### src/rtl/nlse_pkg.sv
package nlse_pkg;

	localparam int MASK_BITS  = 16;
	localparam int MIN_WORDS  = 3;
	localparam int SSRC_WORDS = 2;
	localparam int POS_W      = $clog2(MIN_WORDS + 1);

	localparam logic [15:0] CAP_RESET = 16'd64;

	localparam logic KIND_ENTRY   = 1'b0;
	localparam logic KIND_SUMMARY = 1'b1;

	localparam logic [1:0] STATUS_OK    = 2'd0;
	localparam logic [1:0] STATUS_SHORT = 2'd1;
	localparam logic [1:0] STATUS_SAT   = 2'd2;

	localparam logic [2:0] OP_FETCH     = 3'd0;
	localparam logic [2:0] OP_NOP       = 3'd1;
	localparam logic [2:0] OP_ENTRY_ID  = 3'd2;
	localparam logic [2:0] OP_ENTRY_BIT = 3'd3;
	localparam logic [2:0] OP_SUMMARY   = 3'd4;

	localparam logic [2:0] COND_NEVER      = 3'd0;
	localparam logic [2:0] COND_ALWAYS     = 3'd1;
	localparam logic [2:0] COND_NO_LIST    = 3'd2;
	localparam logic [2:0] COND_MASK_EMPTY = 3'd3;
	localparam logic [2:0] COND_MASK_MORE  = 3'd4;
	localparam logic [2:0] COND_NOT_LAST   = 3'd5;

	localparam int STEP_W   = 3;
	localparam int PROG_LEN = 6;

	localparam logic [STEP_W-1:0] STEP_FETCH    = 3'd0;
	localparam logic [STEP_W-1:0] STEP_DISPATCH = 3'd1;
	localparam logic [STEP_W-1:0] STEP_ID       = 3'd2;
	localparam logic [STEP_W-1:0] STEP_BIT      = 3'd3;
	localparam logic [STEP_W-1:0] STEP_CHECK    = 3'd4;
	localparam logic [STEP_W-1:0] STEP_SUMMARY  = 3'd5;

	typedef struct packed {
		logic [2:0]        op;
		logic [2:0]        cond;
		logic [STEP_W-1:0] target;
	} ctrl_word_t;

	typedef struct packed {
		ctrl_word_t word;
		logic       go;
	} seq_ctrl_t;

	typedef struct packed {
		logic in_valid;
		logic out_free;
		logic no_list;
		logic mask_empty;
		logic mask_more;
		logic last;
	} seq_flags_t;

	localparam ctrl_word_t PROGRAM [PROG_LEN] = '{
		'{OP_FETCH,     COND_NEVER,      STEP_FETCH},
		'{OP_NOP,       COND_NO_LIST,    STEP_CHECK},
		'{OP_ENTRY_ID,  COND_MASK_EMPTY, STEP_CHECK},
		'{OP_ENTRY_BIT, COND_MASK_MORE,  STEP_BIT},
		'{OP_NOP,       COND_NOT_LAST,   STEP_FETCH},
		'{OP_SUMMARY,   COND_ALWAYS,     STEP_FETCH}
	};

endpackage

### src/rtl/nlse_seq.sv
module nlse_seq (
	input  logic                clk,
	input  logic                arst_n,
	input  nlse_pkg::seq_flags_t flags,
	output nlse_pkg::seq_ctrl_t  ctrl
);

	logic [nlse_pkg::STEP_W-1:0] step_q;
	nlse_pkg::ctrl_word_t        word;
	logic                        hold;
	logic                        taken;

	assign word = nlse_pkg::PROGRAM[step_q];

	always_comb begin
		case (word.op)
			nlse_pkg::OP_FETCH:     hold = !flags.in_valid;
			nlse_pkg::OP_ENTRY_ID,
			nlse_pkg::OP_ENTRY_BIT,
			nlse_pkg::OP_SUMMARY:   hold = !flags.out_free;
			default:                hold = 1'b0;
		endcase
	end

	always_comb begin
		case (word.cond)
			nlse_pkg::COND_NEVER:      taken = 1'b0;
			nlse_pkg::COND_ALWAYS:     taken = 1'b1;
			nlse_pkg::COND_NO_LIST:    taken = flags.no_list;
			nlse_pkg::COND_MASK_EMPTY: taken = flags.mask_empty;
			nlse_pkg::COND_MASK_MORE:  taken = flags.mask_more;
			nlse_pkg::COND_NOT_LAST:   taken = !flags.last;
			default:                   taken = 1'b0;
		endcase
	end

	always_ff @(posedge clk or negedge arst_n) begin
		if (!arst_n) begin
			step_q <= nlse_pkg::STEP_FETCH;
		end else if (!hold) begin
			if (taken) begin
				step_q <= word.target;
			end else begin
				step_q <= step_q + 1'b1;
			end
		end
	end

	assign ctrl.word = word;
	assign ctrl.go   = !hold;

	a_step_range: assert property (@(posedge clk) disable iff (!arst_n)
		step_q <= nlse_pkg::STEP_W'(nlse_pkg::PROG_LEN - 1))
		else $error("Step counter left the program.");

	a_fetch_wait: assert property (@(posedge clk) disable iff (!arst_n)
		word.op == nlse_pkg::OP_FETCH && !flags.in_valid |=> $stable(step_q))
		else $error("Sequencer left fetch without a transfer.");

	a_summary_return: assert property (@(posedge clk) disable iff (!arst_n)
		ctrl.go && word.op == nlse_pkg::OP_SUMMARY |=> step_q == nlse_pkg::STEP_FETCH)
		else $error("Summary did not return to fetch.");

endmodule

### src/rtl/nack_lost_sequence_expander_top.sv
// Channel   Direction  Handshake             Payload
// input     in         in_valid / in_stall   payload_word, last_word
// result    out        out_valid / out_stall result_kind .. last_result
// config    in         cfg_valid / cfg_ready cfg_data (list capacity)
//
// A word passes through the control program steps fetch, dispatch, entry and check, plus
// one mask-bit step per mask bit up to the highest set bit, and a summary step on the last word.
// An SSRC word skips the entry and mask-bit steps; a new word is taken only at fetch.
// Every entry, mask-bit and summary step waits while the output register is full and stalled.
// Reset returns the capacity to 64, clears the held SSRCs and counters and starts at fetch.
module nack_lost_sequence_expander_top (
	input  logic        clk,
	input  logic        arst_n,
	input  logic        in_valid,
	output logic        in_stall,
	input  logic [31:0] payload_word,
	input  logic        last_word,
	output logic        out_valid,
	input  logic        out_stall,
	output logic        result_kind,
	output logic [15:0] lost_sequence,
	output logic [15:0] list_index,
	output logic        fits_list,
	output logic [31:0] sender_ssrc,
	output logic [31:0] media_ssrc,
	output logic [15:0] total_count,
	output logic [1:0]  status,
	output logic        last_result,
	input  logic        cfg_valid,
	output logic        cfg_ready,
	input  logic [15:0] cfg_data
);

	nlse_pkg::seq_flags_t flags;
	nlse_pkg::seq_ctrl_t  ctrl;

	logic [15:0]                    cap_q;
	logic [nlse_pkg::POS_W-1:0]     pos_q;
	logic [31:0]                    sender_q;
	logic [31:0]                    media_q;
	logic [15:0]                    count_q;
	logic                           sat_q;
	logic                           out_valid_q;
	logic [nlse_pkg::MASK_BITS-1:0] mask_q;
	logic [15:0]                    seq_q;
	logic                           last_q;
	logic                           list_q;

	logic        kind_q;
	logic [15:0] lost_q;
	logic [15:0] index_q;
	logic        fits_q;
	logic [31:0] out_sender_q;
	logic [31:0] out_media_q;
	logic [15:0] total_q;
	logic [1:0]  status_q;
	logic        last_res_q;

	logic        in_fire;
	logic        out_free;
	logic        is_id;
	logic        is_bit;
	logic        is_sum;
	logic        emit;
	logic        entry_emit;
	logic        count_full;
	logic [15:0] entry_seq;
	logic        entry_last;
	logic [1:0]  sum_status;

	nlse_seq u_seq (
		.clk    (clk),
		.arst_n (arst_n),
		.flags  (flags),
		.ctrl   (ctrl)
	);

	assign in_stall  = ctrl.word.op != nlse_pkg::OP_FETCH;
	assign in_fire   = in_valid && !in_stall;
	assign out_free  = !out_valid_q || !out_stall;
	assign cfg_ready = 1'b1;

	assign flags.in_valid   = in_valid;
	assign flags.out_free   = out_free;
	assign flags.no_list    = !list_q;
	assign flags.mask_empty = mask_q == '0;
	assign flags.mask_more  = (mask_q >> 1) != '0;
	assign flags.last       = last_q;

	assign is_id      = ctrl.go && ctrl.word.op == nlse_pkg::OP_ENTRY_ID;
	assign is_bit     = ctrl.go && ctrl.word.op == nlse_pkg::OP_ENTRY_BIT;
	assign is_sum     = ctrl.go && ctrl.word.op == nlse_pkg::OP_SUMMARY;
	assign entry_emit = is_id || (is_bit && mask_q[0]);
	assign emit       = entry_emit || is_sum;
	assign count_full = count_q == '1;
	assign entry_seq  = is_id ? seq_q : seq_q + 16'd1;
	assign entry_last = !last_q && (is_id ? (mask_q == '0) : ((mask_q >> 1) == '0));

	always_comb begin
		if (pos_q < nlse_pkg::POS_W'(nlse_pkg::MIN_WORDS)) begin
			sum_status = nlse_pkg::STATUS_SHORT;
		end else if (sat_q) begin
			sum_status = nlse_pkg::STATUS_SAT;
		end else begin
			sum_status = nlse_pkg::STATUS_OK;
		end
	end

	always_ff @(posedge clk or negedge arst_n) begin
		if (!arst_n) begin
			cap_q       <= nlse_pkg::CAP_RESET;
			pos_q       <= '0;
			sender_q    <= '0;
			media_q     <= '0;
			count_q     <= '0;
			sat_q       <= 1'b0;
			out_valid_q <= 1'b0;
		end else begin
			if (cfg_valid) begin
				cap_q <= cfg_data;
			end
			if (in_fire) begin
				if (pos_q < nlse_pkg::POS_W'(nlse_pkg::MIN_WORDS)) begin
					pos_q <= pos_q + 1'b1;
				end
				if (pos_q == nlse_pkg::POS_W'(0)) begin
					sender_q <= payload_word;
				end
				if (pos_q == nlse_pkg::POS_W'(1)) begin
					media_q <= payload_word;
				end
			end
			if (entry_emit) begin
				if (count_full) begin
					sat_q <= 1'b1;
				end else begin
					count_q <= count_q + 16'd1;
				end
			end
			if (is_sum) begin
				pos_q   <= '0;
				count_q <= '0;
				sat_q   <= 1'b0;
			end
			if (emit) begin
				out_valid_q <= 1'b1;
			end else if (!out_stall) begin
				out_valid_q <= 1'b0;
			end
		end
	end

	always_ff @(posedge clk) begin
		if (in_fire) begin
			mask_q <= payload_word[nlse_pkg::MASK_BITS-1:0];
			seq_q  <= payload_word[31:16];
			last_q <= last_word;
			list_q <= pos_q >= nlse_pkg::POS_W'(nlse_pkg::SSRC_WORDS);
		end
		if (is_bit) begin
			mask_q <= mask_q >> 1;
			seq_q  <= seq_q + 16'd1;
		end
		if (entry_emit) begin
			kind_q       <= nlse_pkg::KIND_ENTRY;
			lost_q       <= entry_seq;
			index_q      <= count_q;
			fits_q       <= count_q < cap_q;
			out_sender_q <= sender_q;
			out_media_q  <= media_q;
			total_q      <= count_full ? count_q : count_q + 16'd1;
			status_q     <= nlse_pkg::STATUS_OK;
			last_res_q   <= entry_last;
		end else if (is_sum) begin
			kind_q       <= nlse_pkg::KIND_SUMMARY;
			lost_q       <= '0;
			index_q      <= '0;
			fits_q       <= 1'b0;
			out_sender_q <= sender_q;
			out_media_q  <= media_q;
			total_q      <= count_q;
			status_q     <= sum_status;
			last_res_q   <= 1'b1;
		end
	end

	assign out_valid     = out_valid_q;
	assign result_kind   = kind_q;
	assign lost_sequence = lost_q;
	assign list_index    = index_q;
	assign fits_list     = fits_q;
	assign sender_ssrc   = out_sender_q;
	assign media_ssrc    = out_media_q;
	assign total_count   = total_q;
	assign status        = status_q;
	assign last_result   = last_res_q;

	a_summary_last: assert property (@(posedge clk) disable iff (!arst_n)
		out_valid_q && kind_q == nlse_pkg::KIND_SUMMARY |-> last_res_q)
		else $error("Summary not marked as the final result.");

	a_entry_fits: assert property (@(posedge clk) disable iff (!arst_n)
		out_valid_q && kind_q == nlse_pkg::KIND_ENTRY |-> fits_q == (index_q < cap_q))
		else $error("Entry fit flag disagrees with the capacity.");

	a_sat_count: assert property (@(posedge clk) disable iff (!arst_n)
		sat_q |-> count_full)
		else $error("Saturation flagged below the count limit.");

	a_busy_after_fetch: assert property (@(posedge clk) disable iff (!arst_n)
		in_fire |=> in_stall)
		else $error("Input taken while the previous word is still in work.");

endmodule

### config.mk
export PLATFORM = sky130hd
export DESIGN_NAME = nack_lost_sequence_expander_top
export DESIGN_NICKNAME = d
export VERILOG_FILES = /design/src/rtl/nlse_pkg.sv /design/src/rtl/nlse_seq.sv /design/src/rtl/nack_lost_sequence_expander_top.sv
export SDC_FILE = /design/constraint.sdc
export NUM_CORES = 1
export LEC_CHECK = 0
export ABC_AREA = 1
export BUFFER_PORTS_ARGS = -buffer_cell sky130_fd_sc_hd__buf_2
export CORE_MARGIN = 2
export CORE_UTILIZATION = 50
export CTS_CLUSTER_DIAMETER = 50
export DETAILED_ROUTE_END_ITERATION = 7
export PLACE_DENSITY = 0.71
export SETUP_SLACK_MARGIN = 0.05
export SKIP_CTS_REPAIR_TIMING = 1
export SYNTH_ARGS = -nofsm -noshare
export SYNTH_HDL_FRONTEND = slang
export SYNTH_SLANG_ARGS = --single-unit
### constraint.sdc
create_clock -name clk -period 5.94 [get_ports clk]
set_input_delay 1.188 -clock clk [delete_from_list [all_inputs] [get_ports clk]]
set_output_delay 1.188 -clock clk [all_outputs]
set_load 0.02 [all_outputs]
# --- Word level (Yosys, flattened, before mapping) ---
# Memories as Yosys holds them, arrays and structs flattened.
# Cells that the tools add are included.
op_classes:
  shifts: 0
  eq_ne: 11
  addsub: 4
  order_cmp: 4
  n_mul: 0
  n_reduce_logical: 33
  bitwise_logic: 1
  mux: 37
  div: 0
op_table:
  columns: ["operator", "n"]
  rows:
  - ["16-bit 2-to-1 mux", 11]
  - ["32-bit 2-to-1 mux", 4]
  - ["16-bit by 1-bit adder with 16-bit output (second input constant)", 2]
  - ["16-bit zero test", 2]
  - ["15-bit 2-to-1 mux", 2]
  - ["9-bit 2-to-1 mux", 2]
  - ["16-bit == test (second input constant)", 1]
  - ["16-bit < comparator", 1]
  - ["16-bit nonzero test", 1]
  - ["3-bit by 2-bit == test with 1-bit output (second input constant)", 4]
  - ["1-bit 2-to-1 mux", 10]
  - ["2-bit 2-to-1 mux", 5]
  - ["2-bit nonzero test", 5]
  - ["3-bit == test (second input constant)", 3]
  - ["1-bit zero test", 8]
  - ["2-bit AND reduction", 4]
  - ["1-bit logical AND", 6]
  - ["1-bit one-hot mux with 5 select lines", 1]
  - ["4-bit >= comparator (second input constant)", 1]
  - ["3-bit inverter with 4-bit output", 1]
  - ["3-bit by 1-bit adder with 3-bit output (second input constant)", 1]
  - ["3-bit by 1-bit == test with 1-bit output (second input constant)", 1]
  - ["3-bit zero test", 1]
  - ["1-bit logical OR", 3]
  - ["other kinds (10)", 10]
word_totals:
  latch_bits: 0
  out_inout_bits: 120
  rom_bits: 72
  input_bits: 54
  memories: 1
  mem_bits_rw: 0
  register_bits: 254
  word_cells: 113
memory_table:
  columns: ["name", "depth", "width", "rd", "rd_ports_with_merged_regs", "write_ports", "line_no", "rtl"]
  rows:
  - ["(no name shown)", 8, 9, 1, 0, 0, "nlse_seq.sv:13", "assign word = nlse_pkg::PROGRAM[step_q];"]

# --- Depth between registers and ports, before layout ---
logic_depth:
  word_depth: 13
  mapped_depth: 13
  ltp_nobuf: 12

# --- By module ---
# From an unflattened synthesis, not the netlist that was laid out.
hier_totals:
  hier_cells: 910
  hier_area_um2: 10794.1
by_module_without_submodules:
  columns: ["mod", "seq_area_each_um2", "area_each_um2", "cells_per_inst", "n_inst"]
  rows:
  - ["nack_lost_sequence_expander_top", 6998.0, 10403.7, 849, 1]
  - ["nlse_seq", 75.1, 390.4, 61, 1]

# --- Worst setup path before layout ---
# Ideal clock, no wire load.
synth_path:
  path_kind: "input port to flip-flop"
  startpoint: "input in_valid"
  endpoint: "register mask_q[0] in the netlist's numbering, enable pin"
  setup_slack_ps: 3024
  setup_time_ps: 471
  required_ps: 5469
  cell_stages: 7
  arrival_ps: 2445
  n_path_buf: 1
  path_cell_list: "inv_1 > nand3_2 > nand2_1 > inv_2 > nand2_2 > clkbuf_1 > nand2_1"
synth_via:
  elab_chain_len: 5
  word_cells_on_any_way: 6
  cone_classes: "1 x mux; 5 x reduce/logical"
synth_lines:
  columns: ["item", "line_no", "rtl"]
  rows:
  - ["start: declaration", "nack_lost_sequence_expander_top.sv:14", "input logic in_valid,"]
  - ["1-bit zero test", "nlse_seq.sv:17", "nlse_pkg::OP_FETCH: hold = !flags.in_valid;"]
  - ["1-bit one-hot mux with 2 select lines", "nlse_seq.sv:16", "case (word.op)"]
  - ["1-bit zero test", null, null]
  - ["1-bit logical AND", "nack_lost_sequence_expander_top.sv:91", "assign is_bit = ctrl.go && ctrl.word.op == nlse_pkg::OP_ENTRY_BIT;"]
  - ["2-bit nonzero test (no source line) (*)", null, null]
  - ["end signal: assignment", "nack_lost_sequence_expander_top.sv:155", "mask_q <= payload_word[nlse_pkg::MASK_BITS-1:0];"]
  - ["end signal: assignment", "nack_lost_sequence_expander_top.sv:161", "mask_q <= mask_q >> 1;"]
  - ["end: declaration", "nack_lost_sequence_expander_top.sv:44", "logic [nlse_pkg::MASK_BITS-1:0] mask_q;"]
# Mark *: on every way between the ends. The rest lies on a longest branch, timed or not.
# A chain may end at the register's enable or synchronous reset.

# --- Final worst setup path ---
layout_path:
  startpoint: "register u_seq.step_q[0] in the netlist's numbering"
  endpoint: "register out_media_q[7], in the netlist media_ssrc[7], enable pin"
layout_via:
  elab_chain_len: 12
  word_cells_on_any_way: 17
  cone_classes: "3 x eq/ne; 3 x mux; 1 x bitwise; 9 x reduce/logical; 1 x memory"
layout_lines:
  columns: ["item", "line_no", "rtl"]
  rows:
  - ["start: declaration", "nlse_seq.sv:8", "logic [nlse_pkg::STEP_W-1:0] step_q;"]
  - ["start signal: assignment", "nlse_seq.sv:39", "step_q <= nlse_pkg::STEP_FETCH;"]
  - ["start signal: assignment", "nlse_seq.sv:42", "step_q <= word.target;"]
  - ["start signal: assignment", "nlse_seq.sv:44", "step_q <= step_q + 1'b1;"]
  - ["3-bit inverter with 4-bit output (implied by the code) (*)", "nlse_seq.sv:13", null]
  - ["memory read 8 x 9 bit (*)", null, null]
  - ["9-bit 2-to-1 mux (implied by the code) (*) (2 in a row)", "nlse_seq.sv:13", null]
  - ["3-bit by 2-bit == test with 1-bit output (tied with other cells)", "nlse_seq.sv:16, nack_lost_sequence_expander_top.sv:90", null]
  - ["3-bit OR reduction", "nlse_seq.sv:16", null]
  - ["1-bit one-hot mux with 2 select lines", "nlse_seq.sv:16", null]
  - ["1-bit zero test", null, null]
  - ["1-bit logical AND", "nack_lost_sequence_expander_top.sv:91", null]
  - ["1-bit logical AND", "nack_lost_sequence_expander_top.sv:93", "assign entry_emit = is_id || (is_bit && mask_q[0]);"]
  - ["1-bit logical OR", "nack_lost_sequence_expander_top.sv:93", null]
  - ["2-bit nonzero test (no source line) (*)", null, null]
  - ["end signal: assignment", "nack_lost_sequence_expander_top.sv:170", "out_media_q <= media_q;"]
  - ["end signal: assignment", "nack_lost_sequence_expander_top.sv:180", "out_media_q <= media_q;"]
  - ["end: declaration", "nack_lost_sequence_expander_top.sv:54", "logic [31:0] out_media_q;"]
# Mark *: on every way between the ends. The rest lies on a longest branch, timed or not. The select of a mux whose other input is x is not followed.

==> flow_summary.yaml <==
yosys:
  synthCells: 972
  netlist_area_um2: 10610
  yosys.area.top_type: "edfxtp_1"
  ys_seq_area_frac: 0.6666
  ys_async_sr_fraction: 0.4055
  synth_commonest_cells: "214 x nand2_1, 158 x o21ai_0, 147 x edfxtp_1"
  synthDistinctLibCells: 37
  synth_seq_cells: 254
  syn_area_per_cell_um2: 10.92
  synthFlopType: "edfxtp_1"
  yosysTopAreaCellShare: 0.4160
  yosysMostFrequentCell: "nand2_1"
  syn-num-nets: 1052
  synth_edf_count: 147
  ys_warn_count: 0
  yosys-top-cells-area: "edfxtp_1 42%, dfrtp_1 24%, nand2_1 7.6%, o21ai_0 7.5%, inv_1 3.8%"
grt:
  antenna_found_initial: 1
  grt_pass1_wl_mm: 36.31
  grt_pass1_vias: 7075
  grt_util_all_layers: 0.2060
  grt_start_max_net_pins: 131
  grt-ovfl-total: 0
clock_tree:
  cts_buffers: 28
  cts_tree: "built"
  htreeDepth: 1
  insertion_delay_ns: 0.53
  path_clk_slew_ns: 0.06
  clockBufferDepth: 3
  cts_sinks: 254
  root_buffer: "clkbuf_16"
worst_setup_path:
  rr_worst_depth: 11
  crit_type: "flop to flop"
  r2r-start: "u_seq.step_q[0]$_DFFE_PN0N_"
  r2r_end: "media_ssrc[7]$_DFFE_PP_"
  cpPeakStageDelay_ns: 0.55
  start_kind: "flop"
  path_cells: "inv_1 > ha_1 > inv_1 > nor2_2 > nand3_2 > nand2_1 > inv_2 > nand2_2 > nand2_4 > inv_4 > nand2_8"
  end_kind: "flop"
  rrSetupSlack_ns: 2.40
  crit_fanout: 130
  cpMostUsedCell: "inv_1"
  critPathArrivalTime_ns: 3.57
  cp_slowest_cell: "nand2_8"
  cp.required_ns: 5.96
placed_design:
  place_congestion: 0.8758
  io_buffers: 172
  hpwl_mm: 15.07
  post-place-ws_ns: 2.078
  placed_area_um2: 11660
detailed_routing:
  drtIter0Drc: 503
  drc_errors: 0
  wl_mm: 23.02
  first_pass_iters: 5
  wl_per_cell_um: 15.99
  vias: 7439
  via_per_inst: 5.166
  ant_nets: 0
finish:
  fin_area_um2: 12590
  nets: 1224
  antenna_cells: 0
  seq_area_um2: 7073
  multiInputGateArea_um2: 2952
  nFillCells: 1760
  layout-drive-gt1-share: 0.2103
  syn_to_final_growth_pct: 18.66
sta:
  clock-skew-final_ns: 0.01194
  maxSlewHeadroom: 0.2247
  worstMarginPinSlew_ns: 1.159
  min_period_ns: 3.544
  setup-violations-final: 0
  rsz0062_at_grt: "false"
  fin_crit_sh: 0.5967
  finalWorstSetupSlack_ns: 2.396
  drv_slew: 0
  tns_ns: 0
  max_freq_mhz: 282.2
  hold_viol: 0
floorplan:
  initial_core_util: 0.5063
  core_um2: 20960
  rows: 53
  dieWidth_um: 149.7
  dieArea_um2: 22400
  ioPinCount: 174
  die_h_um: 149.7
outcome:
  status: "complete, no violations"
hold_path:
  min-delay-start: "media_q[24]$_DFFE_PN0P_"
  min_path_cells: 0
  hp-class: "flop to flop"
  hold_end: "media_ssrc[24]$_DFFE_PP_"
pwr:
  p_leak_uw: 0.005590
  p_per_area_nw_per_um2: 590.3
  ir_worst_vdd_v: 0.0005106
job:
  max_cap_viol_count: 0
==> metal layers <==
layer	part of all wire	wire [um]	GRT usage	vias up
li1	-	-	-	3595
met1	0.43	9982	0.2911	3532
met2	0.48	11000	0.3335	269
met3	0.067	1550	0.03720	41
met4	0.021	480	0.05283	2
met5	0.00056	13	0	-
==> critical path, delay by kind of cell, from the launching register on <==
kind / cells / cell delay, ns
buffers and inverters: 4 / 0.61
adders and majority gates: 1 / 0.31
DFF: 1 / 0.40
and+or+nand+nor: 6 / 1.56
==> how the worst max path moves through the flow <==
| stage | start | end | slack, ns | depth (start not counted) |
|---|---|---|---|---|
| final | u_seq.step_q[0]$_DFFE_PN0N_ | media_ssrc[7]$_DFFE_PP_ | 2.40 | 11 |
| after global routing | u_seq.step_q[0]$_DFFE_PN0N_ | count_q[3]$_DFFE_PN0P_ | 2.04 | 12 |
| after CTS | u_seq.step_q[0]$_DFFE_PN0N_ | count_q[2]$_DFFE_PN0P_ | 2.44 | 12 |
| after detailed placement | in_valid | count_q[2]$_DFFE_PN0P_ | 2.08 | 10 |
| after global placement | in_valid | sender_ssrc[11]$_DFFE_PP_ | 2.14 | 9 |
| after floorplan | in_valid | mask_q[0]$_DFFE_PP_ | 3.02 | 7 |
==> cells in the final DEF, fill, tap and decap left out, types with 4 or more instances in the layout <==
master,synthesis,routed
nor2_2,4,4
o21ai_0,158,158
clkbuf_1,11,7
a21oi_1,10,10
xor2_1,20,20
nor3_1,9,9
clkbuf_16,0,29
o21ai_2,9,9
nand2_1,214,214
nand3_1,31,31
nand2_2,4,4
o21ai_1,8,8
buf_2,14,171
clkinv_2,0,4
ha_1,26,26
nand4_1,6,6
dfxtp_1,4,4
edfxtp_1,147,147
inv_1,106,106
dfrtp_1,102,102
xnor2_1,4,4
nor2_1,58,58
==> metrics by stage <==
step | hold slack, ns | util | total power (uW) | cells
CTS | 0.4449 | 0.6008 | 7489 | 1440
finish | 0.4469 | 0.6008 | 7431 | 1440
detailed placement | 0.4294 | 0.5565 | 5731 | 1389
global route | 0.4473 | 0.6008 | 7893 | 1440
floorplan | 0.4253 | - | 4918 | 972
global placement | 0.4283 | 0.5565 | 5657 | 1389
==> cells by family (layout without fill, tap and decap cells) <==
group,Yosys count,after routing,share of synthesized area
other,1,1,0.0003534
AO/OA/AOI/OAI,192,192,0.09552
AND/OR/NAND/NOR,333,333,0.1310
XOR/XNOR,24,24,0.01981
flip-flops,254,254,0.6666
adder cells (fa/ha/maj),26,26,0.03066
buffers and inverters,142,335,0.05601
==> sequential cells by signal, summed over array words and instances (netlist names), 32 cells and up <==
name	cells
media_q	32
media_ssrc	32
sender_ssrc	32
sender_q	32
==> power by group <==
| part | internal (uW) | leakage [uW] | switching [uW] |
|---|---|---|---|
| clock | 1050 | 0.000456 | 678 |
| sequential | 2920 | 0.00272 | 400 |
| combinational | 659 | 0.00242 | 1730 |
| total | 4630 | 0.00559 | 2800 |
==> final cells by class <==
type / instances / share of cell area
clock buffers: 38 / 0.06192
clock inverters: 13 / 0.01173
inverters: 110 / 0.03300
multi-input cells: 576 / 0.2344
flip-flops and latches: 254 / 0.5618
well taps: 275 / 0.02733
repair buffers: 174 / 0.06977
Note: power is estimated with default switching activity, not from simulation.
